### config.mk
export PLATFORM = sky130hd
export DESIGN_NAME = tsbe_decode
export DESIGN_NICKNAME = d
export VERILOG_FILES = /design/src/hdl/typed_stack_bytecode_executor_defines.svh /design/src/hdl/tsbe_pkg.sv /design/src/hdl/tsbe_decode.sv
export SDC_FILE = /design/constraint.sdc
export NUM_CORES = 1
export LEC_CHECK = 0
export BUFFER_PORTS_ARGS = -buffer_cell sky130_fd_sc_hd__buf_2
export CORE_ASPECT_RATIO = 1.25
export CORE_MARGIN = 3
export CORE_UTILIZATION = 40
export DETAILED_ROUTE_END_ITERATION = 7
export GPL_ROUTABILITY_DRIVEN = 0
export GPL_TIMING_DRIVEN = 1
export PLACE_DENSITY_LB_ADDON = 0.15
export SKIP_CTS_REPAIR_TIMING = 1
export SLEW_MARGIN = 5
export SYNTH_ARGS = -nofsm -noshare
export SYNTH_HDL_FRONTEND = slang
export SYNTH_SLANG_ARGS = --single-unit
### constraint.sdc
create_clock -name clock -period 2.6 [get_ports clock]
set_clock_uncertainty 0.1 [all_clocks]
set_input_delay 0.39 -clock clock [delete_from_list [all_inputs] [get_ports clock]]
set_output_delay 0.39 -clock clock [all_outputs]
set_load 0.03 [all_outputs]
### src/hdl/typed_stack_bytecode_executor_defines.svh
// Assertion macros used by the executor back end (tsbe_execute).
`ifndef TYPED_STACK_BYTECODE_EXECUTOR_DEFINES_SVH
`define TYPED_STACK_BYTECODE_EXECUTOR_DEFINES_SVH
// Implication checked on every rising clock edge outside reset.
`define TSBE_ASSERT_IMP(label, clk, rst, ante, cons, msg) \
   label: assert property (@(posedge clk) disable iff (rst) (ante) |-> (cons)) \
      else $error(msg);
// Next-cycle implication checked outside reset.
`define TSBE_ASSERT_NEXT(label, clk, rst, ante, cons, msg) \
   label: assert property (@(posedge clk) disable iff (rst) (ante) |=> (cons)) \
      else $error(msg);
`endif

### src/hdl/tsbe_pkg.sv
// Shared types, opcodes and status codes of the bytecode executor.
`default_nettype none
package tsbe_pkg;
   localparam int StackDepthDefault = 256;
   localparam logic [7:0] OP_CONST      = 8'd0;
   localparam logic [7:0] OP_TRUE       = 8'd1;
   localparam logic [7:0] OP_PUSH_FALSE = 8'd2;
   localparam logic [7:0] OP_NEG        = 8'd3;
   localparam logic [7:0] OP_ADD        = 8'd4;
   localparam logic [7:0] OP_SUB        = 8'd5;
   localparam logic [7:0] OP_MUL        = 8'd6;
   localparam logic [7:0] OP_DIV        = 8'd7;
   localparam logic [7:0] OP_EQ         = 8'd8;
   localparam logic [7:0] OP_LT         = 8'd9;
   localparam logic [7:0] OP_EMIT       = 8'd10;
   localparam logic [7:0] OP_POP        = 8'd11;
   localparam logic [7:0] OP_HALT       = 8'd12;

   localparam logic [2:0] ST_OK    = 3'd0;
   localparam logic [2:0] ST_PRINT = 3'd1;
   localparam logic [2:0] ST_HALT  = 3'd2;
   localparam logic [2:0] ST_TYPE  = 3'd3;
   localparam logic [2:0] ST_DIV0  = 3'd4;
   localparam logic [2:0] ST_BADOP = 3'd5;
   localparam logic [2:0] ST_UNDER = 3'd6;
   localparam logic [2:0] ST_OVER  = 3'd7;

   typedef enum logic [3:0] {
      K_PUSH, K_NEG, K_ADD, K_SUB, K_MUL, K_DIV, K_EQ, K_LT, K_PRINT, K_POP,
      K_HALT, K_BAD
   } kind_type;

   typedef struct packed {
      kind_type    kind;
      logic [32:0] push_val;
      logic [1:0]  need;
      logic [15:0] line;
   } cmd_type;
endpackage
`default_nettype wire

### src/hdl/tsbe_decode.sv
// Front end: accepts a request transfer and classifies it into a command.
`default_nettype none
module tsbe_decode (
   input  wire logic              clock,
   input  wire logic              reset,
   input  wire logic              req_valid,
   output logic                   req_ready,
   input  wire logic [7:0]        req_type,
   input  wire logic signed [31:0] req_const_value,
   input  wire logic              req_const_is_bool,
   input  wire logic [15:0]       req_line_number,
   output logic                   cmd_valid,
   input  wire logic              cmd_ready,
   output tsbe_pkg::cmd_type      cmd
);
   logic [1:0]              count_ff, count_in;
   tsbe_pkg::cmd_type       q_ff [2];
   logic                    wp_ff, wp_in, rp_ff, rp_in;
   tsbe_pkg::cmd_type       dec;
   logic                    push, pop;

   always_comb begin
      dec.line = req_line_number;
      dec.push_val = {1'b0, req_const_value};
      dec.need = 2'd0;
      unique case (req_type)
         tsbe_pkg::OP_CONST: begin
            dec.kind = tsbe_pkg::K_PUSH;
            if (req_const_is_bool) dec.push_val = {1'b1, 31'd0, req_const_value[0]};
         end
         tsbe_pkg::OP_TRUE: begin
            dec.kind = tsbe_pkg::K_PUSH; dec.push_val = {1'b1, 32'd1};
         end
         tsbe_pkg::OP_PUSH_FALSE: begin
            dec.kind = tsbe_pkg::K_PUSH; dec.push_val = {1'b1, 32'd0};
         end
         tsbe_pkg::OP_NEG:   begin dec.kind = tsbe_pkg::K_NEG;   dec.need = 2'd1; end
         tsbe_pkg::OP_ADD:   begin dec.kind = tsbe_pkg::K_ADD;   dec.need = 2'd2; end
         tsbe_pkg::OP_SUB:   begin dec.kind = tsbe_pkg::K_SUB;   dec.need = 2'd2; end
         tsbe_pkg::OP_MUL:   begin dec.kind = tsbe_pkg::K_MUL;   dec.need = 2'd2; end
         tsbe_pkg::OP_DIV:   begin dec.kind = tsbe_pkg::K_DIV;   dec.need = 2'd2; end
         tsbe_pkg::OP_EQ:    begin dec.kind = tsbe_pkg::K_EQ;    dec.need = 2'd2; end
         tsbe_pkg::OP_LT:    begin dec.kind = tsbe_pkg::K_LT;    dec.need = 2'd2; end
         tsbe_pkg::OP_EMIT:  begin dec.kind = tsbe_pkg::K_PRINT; dec.need = 2'd1; end
         tsbe_pkg::OP_POP:   begin dec.kind = tsbe_pkg::K_POP;   dec.need = 2'd1; end
         tsbe_pkg::OP_HALT:  dec.kind = tsbe_pkg::K_HALT;
         default:            dec.kind = tsbe_pkg::K_BAD;
      endcase
   end

   assign req_ready = (count_ff != 2'd2);
   assign cmd_valid = (count_ff != 2'd0);
   assign cmd = q_ff[rp_ff];
   assign push = req_valid && req_ready;
   assign pop = cmd_valid && cmd_ready;
   assign wp_in = push ? ~wp_ff : wp_ff;
   assign rp_in = pop ? ~rp_ff : rp_ff;
   assign count_in = count_ff + {1'b0, push} - {1'b0, pop};

   always_ff @(posedge clock) begin
      if (reset) begin
         count_ff <= 2'd0; wp_ff <= 1'b0; rp_ff <= 1'b0;
      end else begin
         count_ff <= count_in; wp_ff <= wp_in; rp_ff <= rp_in;
      end
      if (push) q_ff[wp_ff] <= dec;
   end
endmodule
`default_nettype wire

==> run_results.csv <==
group,metric,value,unit
yosys,synth_cells,260,
drt,drc_errors,0,
setup_path,r2r_cells,3,
grt,overflow,0,
die,start_util,41.85,%
clock_network,clock_latency,0.40,ns
power,intPower,4.710,mW
yosys,yosysSeqAreaShare,71.98,%
sta,worst_slack,0.4400,ns
sta,rsz0062_at_grt,"no",
sta,hold_viol_final,0,
setup_path,crit_type,"flop to output port",
sta,finalCriticalPeriod,2.160,ns
sta,max-slew-margin-rel,64.27,%
clock_network,cts_tree,"built",
sta,max_clock_freq,463.0,MHz
grt,first_global_vias,2826,
layout,final_common_cell,"buf_2",
layout,multi_input_area,1206,sq um
worst_hold_path,hp-class,"input port to flop",
clock_network,clockRootBuffer,"clkbuf_16",
placed_design,port_buffers,117,
yosys,synth-edff-count,110,
drt,ant_nets,0,
layout,num_antenna_cells,0,
setup_path,start_kind,"flop",
layout,utilization,53.57,%
setup_path,cp_data_arrival_time,1.67,ns
power,switching_share,30.11,%
sta,tightest_slew,0.5350,ns
sta,fin_tns_setup,0,ns
layout,regArea,3405,sq um
power,cellLeakagePower,2.320,nW
drt,wl_per_cell,16.16,microns
sta,slew_violations,0,
setup_path,cp.required,2.11,ns
yosys,syn_nets,323,
layout,drive_above_1_share,61.19,%
layout,nFillCells,976,
yosys,avgSynthCellArea,18.19,sq um
clock_network,clock-sinks,115,
clock_network,clock_path_buffers,2,
drt,detail_route.first_pass.iterations,4,
die,die_area,13170,sq um
grt,antenna_found_initial,1,
clock_network,htreeDepth,4,
worst_hold_path,holdPathStages,1,
yosys,synth-seq-cells,115,
layout,syn_to_final_growth,28.00,%
yosys,synth.distinct_cells,34,
drt,drt-initial-drc-count,114,
die,core_region_area,11300,sq um
setup_path,path_max_fanout,29,
grt,grt_pass1_wl,13490,microns
drt,vias_per_cell,4.825,
power,p_comb_share,27.9,%
power,pwr-share-seq,36.0,%
die,ios,118,
yosys,synth_warnings,0,
grt,grt_max_degree,43,
power,pwr-share-clk,36.1,%
clock_network,cts_made_buffers,17,
yosys,synth_flop_cell,"edfxtp_1",
layout,final_cell_mix,"117 x buf_2, 110 x edfxtp_1, 55 x mux2_2",
placed_design,hpwl,5694,microns
power,vdd_ir_drop_max,0.0004782,V
yosys,syn_area,4728,sq um
power,p_per_area,1113,nW/um^2
clock_network,clk_pin_slew,0.05,ns
run_status,status,"completed",
setup_path,end_kind,"output port",
die,die_h,127.6,microns
drt,vias,2591,
layout,nNetsFinal,452,
grt,grt_usage,14.09,%
power,switchingPower,2.029,mW
flow_run,max-cap-violations,0,
die,die-width,103.2,microns
sta,fin_crit_sh,83.08,%
die,fp-row-count,43,
placed_design,pre_cts_ws,0.2597,ns
yosys,async_flop_share,0,%
drt,finalWirelength,8678,microns
sta,finalSetupViolations,0,
critical path: stages (launching register included):
cell and delay, ns:
dfxtp_2 0.32, buf_4 0.36, mux2_2 0.39, buf_2 0.18
synthesized netlist by cell type, drive strengths merged, types with 3 or more instances:
cell type | count | share of area [%]
mux2 | 55 | 13
edfxtp | 110 | 70
and2 | 32 | 5.8
o21ai | 3 | 0.32
inv | 4 | 0.32
nand2 | 4 | 0.32
nor2 | 7 | 0.56
a21oi | 4 | 0.42
clkbuf | 3 | 0.87
buf | 9 | 1.3
dfxtp | 5 | 2.1
final timing paths:
check,startpoint,end,slack [ns]
max reg2reg,count_ff[0]$_SDFF_PP0_,q_ff[1][25]$_DFFE_PP_,0.81
max,flop,cmd[26],0.44
min reg2reg,rp_ff$_SDFFE_PP0P_,flop,0.41
min,req_line_number[15],q_ff[0][15]$_DFFE_PP_,0.08
logic make-up (layout without fill, tap and decap cells):
kind of cell               after synthesis  in the layout  share of synthesized area (%)
AOI/OAI and AO/OA                       13             13                          1.747
DFF                                    115            115                          71.98
buffers and inverters                   16            158                          2.540
adders and majority gates                2              2                         0.5292
and+or+nand+nor                         57             57                          9.738
muxes                                   55             55                          13.10
xor gates and xnor gates                 2              2                         0.3705
flip-flops by register name, indices dropped and copies added (netlist names), named ones only:
name      count
wp_ff         1
rp_ff         1
count_ff      2
q_ff        110
per-layer routing:
| layer | vias to the layer above | wire, microns | GRT usage (%) |
|---|---|---|---|
| li1 | 1244 | - | - |
| met1 | 1268 | 3190 | 13.72 |
| met2 | 67 | 4906 | 25.31 |
| met3 | 10 | 463 | 6.008 |
| met4 | 2 | 104 | 6.174 |
| met5 | - | 13 | 0 |
layout make-up:
cell class              count  area share [%]
flip-flops and latches    115           56.25
inverters                   4          0.2481
clock buffers              19           7.153
multi-input cells         129           19.93
repair buffers            122           10.50
well taps                 135           2.791
clock inverters            13           3.122
power by group through the flow:
| stage | clock [mW] | sequential, mW | combinational (mW) |
|---|---|---|---|
| 3_3_place_gp | 0 | 2.45 | 1.91 |
| 3_5_place_dp | 0 | 2.46 | 1.92 |
| 4_1_cts | 2.49 | 2.43 | 1.93 |
| 5_1_grt | 2.58 | 2.45 | 2.02 |
| 6_report | 2.43 | 2.43 | 1.88 |
| 2_1_floorplan | 0 | 2.45 | 1.41 |
through the flow:
| step | std cells | hold slack (ns) | power [mW] | cell area [sq um] |
|---|---|---|---|---|
| global placement | 505 | 0.3985 | 4.362 | 5430 |
| global route | 537 | 0.05562 | 7.048 | 6052 |
| CTS | 537 | 0.05664 | 6.840 | 6052 |
| detailed placement | 505 | 0.4030 | 4.382 | 5430 |
| floorplan | 260 | 0.3591 | 3.853 | 4730 |
| finish | 537 | 0.07837 | 6.739 | 6052 |
(Power assumes the default switching activity.)
